[src/rtl/gwps_pkg.sv]
// Shared field widths and codes for the grid word path search unit.
package gwps_pkg;

  // Field widths of the request and configuration ports and of the direction code.
  localparam int MODE_W = 2;
  localparam int SLOT_W = 8;
  localparam int CHAR_W = 8;
  localparam int LEN_W  = 6;
  localparam int CFG_W  = 5;
  localparam int DIR_W  = 3;

  // Request modes.
  localparam logic [MODE_W-1:0] MODE_LOAD_GRID = 2'd0;
  localparam logic [MODE_W-1:0] MODE_LOAD_WORD = 2'd1;
  localparam logic [MODE_W-1:0] MODE_SEARCH    = 2'd2;

  // Configuration register indexes.
  localparam logic CFG_ROW_COUNT = 1'b0;
  localparam logic CFG_COL_COUNT = 1'b1;

  // Neighbor directions, tried in this order; DIR_DONE means all were tried.
  localparam logic [DIR_W-1:0] DIR_LEFT  = 3'd0;
  localparam logic [DIR_W-1:0] DIR_UP    = 3'd1;
  localparam logic [DIR_W-1:0] DIR_RIGHT = 3'd2;
  localparam logic [DIR_W-1:0] DIR_DOWN  = 3'd3;
  localparam logic [DIR_W-1:0] DIR_DONE  = 3'd4;

endpackage

[src/rtl/grid_word_path_search_unit.sv]
// Grid word path search unit: character grid, word store and backtracking search sequencer.
//
// A request is taken when start is high and busy is low. A grid or word load is
// written in the cycle it is taken and leaves busy low, so loads can follow each
// other back to back. A search with a zero grid dimension or an empty word answers
// in the next cycle and also leaves busy low. Any other search request raises busy
// and walks the grid depth first with one shared neighbor address adder under a
// small sequencer; the single result appears on path_found_o with done_o high for
// exactly one cycle and cannot be held off. Search time depends on the data: each
// start cell passes the read, compare and advance states, a neighbor outside the
// grid is skipped in the loop state, one inside also takes the check state, a step
// back takes the reload state, and after a hit the visited map is cleared along the
// found path (busy stays high then). The grid, visited, word and path memories each
// have one registered read port, so a neighbor is checked in the state after its
// address is set. After reset the unit clears its visited map, MAX_ROWS*MAX_COLS
// cells (256 at the defaults) with busy high; configuration writes are still taken.
module grid_word_path_search_unit #(
  parameter int MAX_ROWS = 16,
  parameter int MAX_COLS = 16,
  parameter int MAX_WORD = 32
) (
  input  logic                         clk_i,
  input  logic                         rst_ni,
  // Request channel.
  input  logic                         start,
  output logic                         busy,
  input  logic [gwps_pkg::MODE_W-1:0]  mode_i,
  input  logic [gwps_pkg::SLOT_W-1:0]  slot_index_i,
  input  logic [gwps_pkg::CHAR_W-1:0]  char_value_i,
  input  logic [gwps_pkg::LEN_W-1:0]   word_length_i,
  // Result channel.
  output logic                         done_o,
  output logic                         path_found_o,
  // Configuration write port.
  input  logic                         cfg_we_i,
  input  logic                         cfg_idx_i,
  input  logic [gwps_pkg::CFG_W-1:0]   cfg_wdata_i
);

  localparam int GRID = MAX_ROWS * MAX_COLS;
  localparam int GW   = (GRID > 1) ? $clog2(GRID) : 1;
  localparam int RW   = $clog2(MAX_ROWS + 1);
  localparam int CW   = $clog2(MAX_COLS + 1);
  localparam int DW   = $clog2(MAX_WORD + 1);
  localparam int WW   = (MAX_WORD > 1) ? $clog2(MAX_WORD) : 1;

  // Sequencer state codes.
  localparam logic [3:0] S_INIT   = 4'd0;
  localparam logic [3:0] S_IDLE   = 4'd1;
  localparam logic [3:0] S_RD     = 4'd2;
  localparam logic [3:0] S_CMP    = 4'd3;
  localparam logic [3:0] S_NEXT   = 4'd4;
  localparam logic [3:0] S_LOOP   = 4'd5;
  localparam logic [3:0] S_CHK    = 4'd6;
  localparam logic [3:0] S_POPW   = 4'd7;
  localparam logic [3:0] S_CLEAN  = 4'd8;
  localparam logic [3:0] S_CLEANW = 4'd9;

  // One path position: cell index, its row and column, and the next direction.
  typedef struct packed {
    logic [GW-1:0]              pos;
    logic [RW-1:0]              row;
    logic [CW-1:0]              col;
    logic [gwps_pkg::DIR_W-1:0] dir;
  } stk_entry_t;

  logic [3:0]                   state_q;
  logic [gwps_pkg::CFG_W-1:0]   row_count_q, col_count_q;
  logic [RW-1:0]                rows_eff;
  logic [CW-1:0]                cols_eff;
  logic [DW-1:0]                len_eff, len_q, depth_q;
  stk_entry_t                   cur_q, nb_q, start_q, nb_d, stk_rdata_q;
  logic                         nb_ok, nb_sub, start_last;
  logic [GW-1:0]                nb_off, clr_q;
  logic                         done_q, found_q;

  // Memories and their ports.
  logic [gwps_pkg::CHAR_W-1:0]  grid_mem [GRID];
  logic [gwps_pkg::CHAR_W-1:0]  word_mem [MAX_WORD];
  logic                         vis_mem  [GRID];
  stk_entry_t                   stk_mem  [MAX_WORD];
  logic [gwps_pkg::CHAR_W-1:0]  grid_rdata_q, word_rdata_q;
  logic                         vis_rdata_q;
  logic [GW-1:0]                grid_raddr, vis_waddr;
  logic                         grid_we, word_we, vis_we, vis_wdata, stk_we;
  logic                         req_ok, match_ok;

  assign busy         = (state_q != S_IDLE);
  assign done_o       = done_q;
  assign path_found_o = found_q;
  assign req_ok       = start && !busy;

  // Configuration registers.
  always_ff @(posedge clk_i or negedge rst_ni) begin
    if (!rst_ni) begin
      row_count_q <= gwps_pkg::CFG_W'(1);
      col_count_q <= gwps_pkg::CFG_W'(1);
    end else if (cfg_we_i) begin
      case (cfg_idx_i)
        gwps_pkg::CFG_ROW_COUNT: row_count_q <= cfg_wdata_i;
        gwps_pkg::CFG_COL_COUNT: col_count_q <= cfg_wdata_i;
        default: ;
      endcase
    end
  end

  // Grid sizes and word length clamped to what the storage holds.
  assign rows_eff = (int'(row_count_q) > MAX_ROWS) ? RW'(MAX_ROWS) : RW'(row_count_q);
  assign cols_eff = (int'(col_count_q) > MAX_COLS) ? CW'(MAX_COLS) : CW'(col_count_q);
  assign len_eff  = (int'(word_length_i) > MAX_WORD) ? DW'(MAX_WORD) : DW'(word_length_i);

  // Neighbor of the path top in its current direction, through one shared adder.
  always_comb begin
    nb_d      = cur_q;
    nb_d.dir  = gwps_pkg::DIR_LEFT;
    nb_ok     = 1'b0;
    nb_sub    = (cur_q.dir == gwps_pkg::DIR_LEFT) || (cur_q.dir == gwps_pkg::DIR_UP);
    nb_off    = ((cur_q.dir == gwps_pkg::DIR_LEFT) || (cur_q.dir == gwps_pkg::DIR_RIGHT))
                ? GW'(1) : GW'(cols_eff);
    nb_d.pos  = cur_q.pos + (nb_sub ? (~nb_off + GW'(1)) : nb_off);
    case (cur_q.dir)
      gwps_pkg::DIR_LEFT: begin
        nb_ok     = (cur_q.col != '0);
        nb_d.col  = cur_q.col - CW'(1);
      end
      gwps_pkg::DIR_UP: begin
        nb_ok     = (cur_q.row != '0);
        nb_d.row  = cur_q.row - RW'(1);
      end
      gwps_pkg::DIR_RIGHT: begin
        nb_ok     = ((CW+1)'(cur_q.col) + (CW+1)'(1)) < (CW+1)'(cols_eff);
        nb_d.col  = cur_q.col + CW'(1);
      end
      gwps_pkg::DIR_DOWN: begin
        nb_ok     = ((RW+1)'(cur_q.row) + (RW+1)'(1)) < (RW+1)'(rows_eff);
        nb_d.row  = cur_q.row + RW'(1);
      end
      default: nb_ok = 1'b0;
    endcase
  end

  // The current start cell is the last one of the grid in use.
  assign start_last = (((CW+1)'(start_q.col) + (CW+1)'(1)) == (CW+1)'(cols_eff)) &&
                      (((RW+1)'(start_q.row) + (RW+1)'(1)) == (RW+1)'(rows_eff));

  // Memory port control.
  assign match_ok   = !vis_rdata_q && (grid_rdata_q == word_rdata_q);
  assign grid_raddr = (state_q == S_LOOP) ? nb_d.pos : start_q.pos;
  assign grid_we    = req_ok && (mode_i == gwps_pkg::MODE_LOAD_GRID) &&
                      (int'(slot_index_i) < GRID);
  assign word_we    = req_ok && (mode_i == gwps_pkg::MODE_LOAD_WORD) &&
                      (int'(slot_index_i) < MAX_WORD);
  assign stk_we     = (state_q == S_CHK) && match_ok;

  always_comb begin
    vis_we    = 1'b0;
    vis_waddr = cur_q.pos;
    vis_wdata = 1'b0;
    case (state_q)
      S_INIT: begin
        vis_we    = 1'b1;
        vis_waddr = clr_q;
      end
      S_CMP: begin
        vis_we    = (grid_rdata_q == word_rdata_q);
        vis_waddr = start_q.pos;
        vis_wdata = 1'b1;
      end
      S_LOOP: vis_we = (depth_q != len_q) && (cur_q.dir == gwps_pkg::DIR_DONE);
      S_CHK: begin
        vis_we    = match_ok;
        vis_waddr = nb_q.pos;
        vis_wdata = 1'b1;
      end
      S_CLEAN: vis_we = 1'b1;
      default: vis_we = 1'b0;
    endcase
  end

  // Grid memory.
  always_ff @(posedge clk_i) begin
    if (grid_we) grid_mem[GW'(slot_index_i)] <= char_value_i;
    grid_rdata_q <= grid_mem[grid_raddr];
  end

  // Word memory, read at the position of the next character to match.
  always_ff @(posedge clk_i) begin
    if (word_we) word_mem[WW'(slot_index_i)] <= char_value_i;
    word_rdata_q <= word_mem[WW'(depth_q)];
  end

  // Visited map.
  always_ff @(posedge clk_i) begin
    if (vis_we) vis_mem[vis_waddr] <= vis_wdata;
    vis_rdata_q <= vis_mem[nb_d.pos];
  end

  // Path stack below the top entry, read one below the top for a step back.
  always_ff @(posedge clk_i) begin
    if (stk_we) stk_mem[WW'(depth_q - DW'(1))] <= cur_q;
    stk_rdata_q <= stk_mem[WW'(depth_q - DW'(2))];
  end

  // Search sequencer.
  always_ff @(posedge clk_i or negedge rst_ni) begin
    if (!rst_ni) begin
      state_q <= S_INIT;
      clr_q   <= '0;
      len_q   <= '0;
      depth_q <= '0;
      cur_q   <= '0;
      nb_q    <= '0;
      start_q <= '0;
      done_q  <= 1'b0;
      found_q <= 1'b0;
    end else begin
      done_q <= 1'b0;
      case (state_q)
        S_INIT: begin
          clr_q <= clr_q + GW'(1);
          if (clr_q == GW'(GRID - 1)) state_q <= S_IDLE;
        end
        S_IDLE: begin
          if (req_ok && (mode_i == gwps_pkg::MODE_SEARCH)) begin
            len_q   <= len_eff;
            depth_q <= '0;
            start_q <= '0;
            if ((rows_eff == '0) || (cols_eff == '0)) begin
              done_q  <= 1'b1;
              found_q <= 1'b0;
            end else if (len_eff == '0) begin
              done_q  <= 1'b1;
              found_q <= 1'b1;
            end else begin
              state_q <= S_RD;
            end
          end
        end
        S_RD: state_q <= S_CMP;
        S_CMP: begin
          if (grid_rdata_q == word_rdata_q) begin
            // The start position always carries the left direction.
            cur_q     <= start_q;
            depth_q   <= DW'(1);
            state_q   <= S_LOOP;
          end else begin
            state_q <= S_NEXT;
          end
        end
        S_NEXT: begin
          if (start_last) begin
            done_q  <= 1'b1;
            found_q <= 1'b0;
            depth_q <= '0;
            state_q <= S_IDLE;
          end else begin
            if (((CW+1)'(start_q.col) + (CW+1)'(1)) == (CW+1)'(cols_eff)) begin
              start_q <= '{pos: start_q.pos + GW'(1), row: start_q.row + RW'(1),
                           col: '0, dir: gwps_pkg::DIR_LEFT};
            end else begin
              start_q <= '{pos: start_q.pos + GW'(1), row: start_q.row,
                           col: start_q.col + CW'(1), dir: gwps_pkg::DIR_LEFT};
            end
            state_q <= S_RD;
          end
        end
        S_LOOP: begin
          if (depth_q == len_q) begin
            done_q  <= 1'b1;
            found_q <= 1'b1;
            state_q <= S_CLEAN;
          end else if (cur_q.dir == gwps_pkg::DIR_DONE) begin
            // Step back: drop the top and reload the entry below it.
            depth_q <= depth_q - DW'(1);
            state_q <= (depth_q == DW'(1)) ? S_NEXT : S_POPW;
          end else begin
            cur_q.dir <= cur_q.dir + gwps_pkg::DIR_W'(1);
            nb_q      <= nb_d;
            if (nb_ok) state_q <= S_CHK;
          end
        end
        S_CHK: begin
          // Extend the path when the neighbor is free and spells the next character.
          if (match_ok) begin
            cur_q   <= nb_q;
            depth_q <= depth_q + DW'(1);
          end
          state_q <= S_LOOP;
        end
        S_POPW: begin
          cur_q   <= stk_rdata_q;
          state_q <= S_LOOP;
        end
        S_CLEAN: begin
          // Unmark the found path so the next search starts from a clear map.
          depth_q <= depth_q - DW'(1);
          state_q <= (depth_q == DW'(1)) ? S_IDLE : S_CLEANW;
        end
        S_CLEANW: begin
          cur_q   <= stk_rdata_q;
          state_q <= S_CLEAN;
        end
        default: state_q <= S_IDLE;
      endcase
    end
  end

`ifndef SYNTHESIS
  // An idle unit holds an empty path.
  a_idle_empty: assert property (@(posedge clk_i) disable iff (!rst_ni)
    !busy |-> (depth_q == '0)) else $error("path not empty while idle");

  // The path never grows beyond the word length.
  a_depth_bound: assert property (@(posedge clk_i) disable iff (!rst_ni)
    depth_q <= len_q) else $error("path deeper than the word");

  // The top direction never runs past the last neighbor.
  a_dir_range: assert property (@(posedge clk_i) disable iff (!rst_ni)
    cur_q.dir <= gwps_pkg::DIR_DONE) else $error("direction out of range");
`endif

endmodule

[config.mk]
export PLATFORM = sky130hd
export DESIGN_NAME = grid_word_path_search_unit
export DESIGN_NICKNAME = d
export VERILOG_FILES = /design/src/rtl/gwps_pkg.sv /design/src/rtl/grid_word_path_search_unit.sv
export SDC_FILE = /design/constraint.sdc
export NUM_CORES = 2
export LEC_CHECK = 0
export ABC_CLOCK_PERIOD_IN_PS = 9300
export BUFFER_PORTS_ARGS = -buffer_cell sky130_fd_sc_hd__buf_4
export CAP_MARGIN = 10
export CORE_MARGIN = 2
export CORE_UTILIZATION = 50
export DETAILED_ROUTE_END_ITERATION = 8
export PLACE_DENSITY = 0.68
export SYNTH_ARGS = -nofsm -noshare
export SYNTH_HDL_FRONTEND = slang
export SYNTH_SLANG_ARGS = --single-unit
export TNS_END_PERCENT = 30
[constraint.sdc]
create_clock -name clk_i -period 9.3 [get_ports clk_i]
set_input_delay 1.86 -clock clk_i [delete_from_list [all_inputs] [get_ports clk_i]]
set_output_delay 1.86 -clock clk_i [all_outputs]
set_load 0.005 [all_outputs]
==> metrics.csv <==
stage;metric;value;unit
placed_design;io_buffers;36;
run;cap_violations;0;
worst_hold_path;worstHoldPathType;register to register;
sta;final_hold_viol_count;0;
synth;syn-cell-area;136000;um^2
placed_design;routabilityCongestion;0.885;
sta;worst_pin_slew;1.36;ns
clock_network;ctsResizeCount;0;
synth;synth_area_leader_cell;edfxtp_1;
power_and_ir_drop;peakVddDrop;380;uV
detailed_routing;wire_per_inst;28.3;um
synth;synthTopCellsByArea;edfxtp_1 71%, mux4_2 7.1%, nand2_1 4.9%;
setup_path;required;10.12;ns
setup_path;critical_path.startpoint_type;register;
sta;finalCriticalPeriod;7.19;ns
floorplanning;die_h;525;um
global_routing;grt_max_degree;208;
clock_network;worstSkewPairLatency;0.90;ns
detailed_routing;wl;360000;um
clock_network;cts_buffer_depth;4;
detailed_routing;detail-route-antenna-nets;0;
sta;finClkSkew;0.0524;ns
sta;setup_viol;0;
setup_path;worstPathMaxFanout;93;
cells_and_area;nets;8978;
setup_path;crit_start;cur_q[0];
synth;yosysSeqAreaShare;73.8;%
global_routing;first_global_vias;77614;
clock_network;cts_sinks;3363;
detailed_routing;drt_pass1_iterations;6;
global_routing;grt_pass1_wl;526000;um
floorplanning;core_area;271000;um^2
setup_path;arrival;8.02;ns
synth;synth_ff_type;edfxtp_1;
setup_path;end_kind;register;
placed_design;dpl.hpwl;208000;um
floorplanning;chipWidth;525;um
sta;finalCritPeriodShare;77.3;%
placed_design;dp.cells;12128;
sta;finalMaxSlewViolations;0;
global_routing;track_usage;25.6;%
sta;max_clock_freq;0.139;GHz
setup_path;crit_chain;inv_1 > ha_1 > o21ai_1 > nor2_1 > xor2_1 > ha_1 > xnor2_4 > buf_4 > mux2i_4 > buf_12 > nor2_2 > buf_4 > nand3_1 > nand4_1 > o211ai_1 > nor3_1 > a211o_1;
synth;synthDominantCellAreaShare;71.5;%
clock_network;cts_htree_levels;5;
detailed_routing;drt_first_iter_violations;11195;
cells_and_area;fin_cells;12726;
synth;yosys_register_bits;3363;
synth;syn-num-nets;8976;
cells_and_area;area_growth;10.8;%
setup_path;timing_worst_setup_path_type;register to register;
cells_and_area;drive_gt1_share;13.5;%
detailed_routing;drc_errors;0;
setup_path;cp_slowest_cell;dfrtp_1;
sta;relSlewSlack;9.34;%
global_routing;overflow;0;
floorplanning;core.rowCount;191;
synth;async_flop_share;2.77;%
synth;ys_warn_count;0;
clock_network;holdBufCountCts;0;
synth;synth_cell_type_count;89;
outcome;outcome;finished clean;
global_routing;antenna_found_initial;13;
power_and_ir_drop;p_per_area;321;nW/um^2
floorplanning;io_pins;37;
clock_network;cts_made_buffers;335;
clock_network;cts_tree;built;
synth;synth_edf_count;3232;
worst_hold_path;hp-start;nb_q[6];
power_and_ir_drop;leakage;48.5;nW
sta;rsz0062_at_grt;no;
clock_network;post_cts_buffers;0;
setup_path;path_buf_inv;4;
clock_network;cts-root-buf;clkbuf_16;
setup_path;r2r_start;cur_q[0];
sta;fin_setup_tns;0;ns
floorplanning;dieArea;276000;um^2
clock_network;clk_pin_slew;0.06;ns
detailed_routing;viasPerCell;6.28;
synth;syn_area_per_cell;15.3;um^2
detailed_routing;dr_total_vias;79871;
setup_path;cp_top_family;simple AND/OR/NAND/NOR gates;
floorplanning;initial_core_util;50.2;%
synth;syn_inst;8895;
setup_path;timing.critical_path.slowest_cell_delay;1.10;ns
[cell families after synthesis]
group                    synth area share (%)
XOR/XNOR                                0.405
AND/OR/NAND/NOR                          10.8
AO/OA/AOI/OAI                            4.15
buffers and inverters                    2.11
adder cells (fa/ha/maj)                 0.450
multiplexers                             8.37
flip-flops                               73.8
[metrics by stage]
step	power [mW]	hold WS [ns]	setup WS, ns	util, %	instance area (um^2)
final	48.3	0.480	2.11	55.6	150000
after global routing	50.0	0.508	1.88	55.6	150000
after CTS	48.2	0.482	2.30	55.6	150000
after detailed placement	35.3	0.470	2.31	51.7	140000
after global placement	35.1	0.460	2.49	51.7	140000
after floorplan	29.2	0.450	3.23	-	136000
[synth_stat cells, types with 44 or more instances]
| cell | count |
|---|---|
| ha_1 | 44 |
| nand2_1 | 1778 |
| a311oi_1 | 172 |
| and3_1 | 160 |
| mux4_2 | 426 |
| o21ai_0 | 132 |
| xnor2_1 | 44 |
| edfxtp_1 | 3232 |
| buf_2 | 214 |
| nor2_1 | 696 |
| a31oi_1 | 91 |
| dfrtp_1 | 91 |
| clkbuf_1 | 228 |
| mux2i_1 | 123 |
| a32oi_1 | 80 |
| nor3_1 | 63 |
| a21oi_1 | 95 |
| buf_4 | 54 |
| buf_1 | 47 |
| mux2_2 | 44 |
| nand3_1 | 621 |
[final timing paths]
path / end / slack (ns) / cells after the start
max: grid_rdata_q[4] / 2.11 / 17
min: nb_q[6] / 0.48 / 2
max reg2reg: grid_rdata_q[4] / 2.11 / 17
min reg2reg: nb_q[6] / 0.48 / 2
max in group asynchronous: depth_q[1] / 7.03 / 2
min in group asynchronous: cur_q[12] / 0.86 / 1
[worst reg2reg max path, delay by kind of cell, from the launching register on]
| family | cells | cell delay [ns] |
|---|---|---|
| flops | 1 | 1.10 |
| buf+inv | 4 | 1.43 |
| fa+ha+maj | 2 | 0.80 |
| compound gates | 3 | 0.78 |
| xor+xnor | 2 | 0.35 |
| mux | 1 | 0.31 |
| simple gates | 5 | 2.37 |
[flip-flops by register name, summed over array words and instances, names as in the netlist]
name,cells
grid_mem,2048
stk_mem,672
vis_mem,256
word_mem,256
cur_q,21
stk_rdata_q,21
nb_q,18
start_q,18
clr_q,8
grid_rdata_q,8
word_rdata_q,8
depth_q,6
len_q,6
col_count_q,5
row_count_q,5
state_q,4
done_o,1
path_found_o,1
vis_rdata_q,1
[area by class of cell]
class / instances / area [um^2]
fillers: 20637 / 120000
flip-flops and latches: 3363 / 100000
multi-input cells: 4937 / 33100
clock buffers: 441 / 9080
well taps: 3570 / 4470
repair buffers: 229 / 2120
clock inverters: 150 / 1330
inverters: 31 / 116
diodes: 5 / 12.5
[per-layer routing]
layer	GRT usage [%]	share of wire, %	routed length, um
met1	35.1	38	137000
met2	40.5	47	170000
met3	5.04	10	36400
met4	10.6	4.5	16100
met5	0	0.012	42
[placed cells by master (no fill, tap or decap), types with 12 or more instances in the layout]
master / n
clkbuf_16: 341
dfrtp_1: 89
bufinv_16: 19
clkbuf_1: 83
clkinv_2: 47
inv_1: 31
nor2b_1: 24
a22oi_1: 17
ha_1: 42
o2111ai_1: 13
clkbuf_8: 17
clkinv_1: 63
a21oi_1: 93
buf_12: 24
o22ai_1: 17
mux2_2: 43
a311oi_1: 172
a211oi_1: 15
nand4_1: 30
and2_1: 13
mux2i_1: 120
xor2_1: 16
nor2_1: 655
xnor2_1: 43
a31oi_1: 91
a32oi_1: 80
a221oi_1: 32
o211ai_1: 14
nand2_1: 1775
edfxtp_1: 3232
a21o_1: 12
mux4_2: 426
nand2b_1: 21
nor2_2: 40
dfxtp_1: 38
o21ai_0: 130
buf_4: 195
and3_1: 160
nor3_1: 63
nand3_1: 615
[where the power goes]
group          leakage (nW)  switching, mW  internal (mW)
clock                  5.08           5.65           7.40
combinational          12.8           11.5           5.88
sequential             30.6          0.461           17.4
total                  48.5           17.6           30.7
Power figures use the tool's default switching activity.
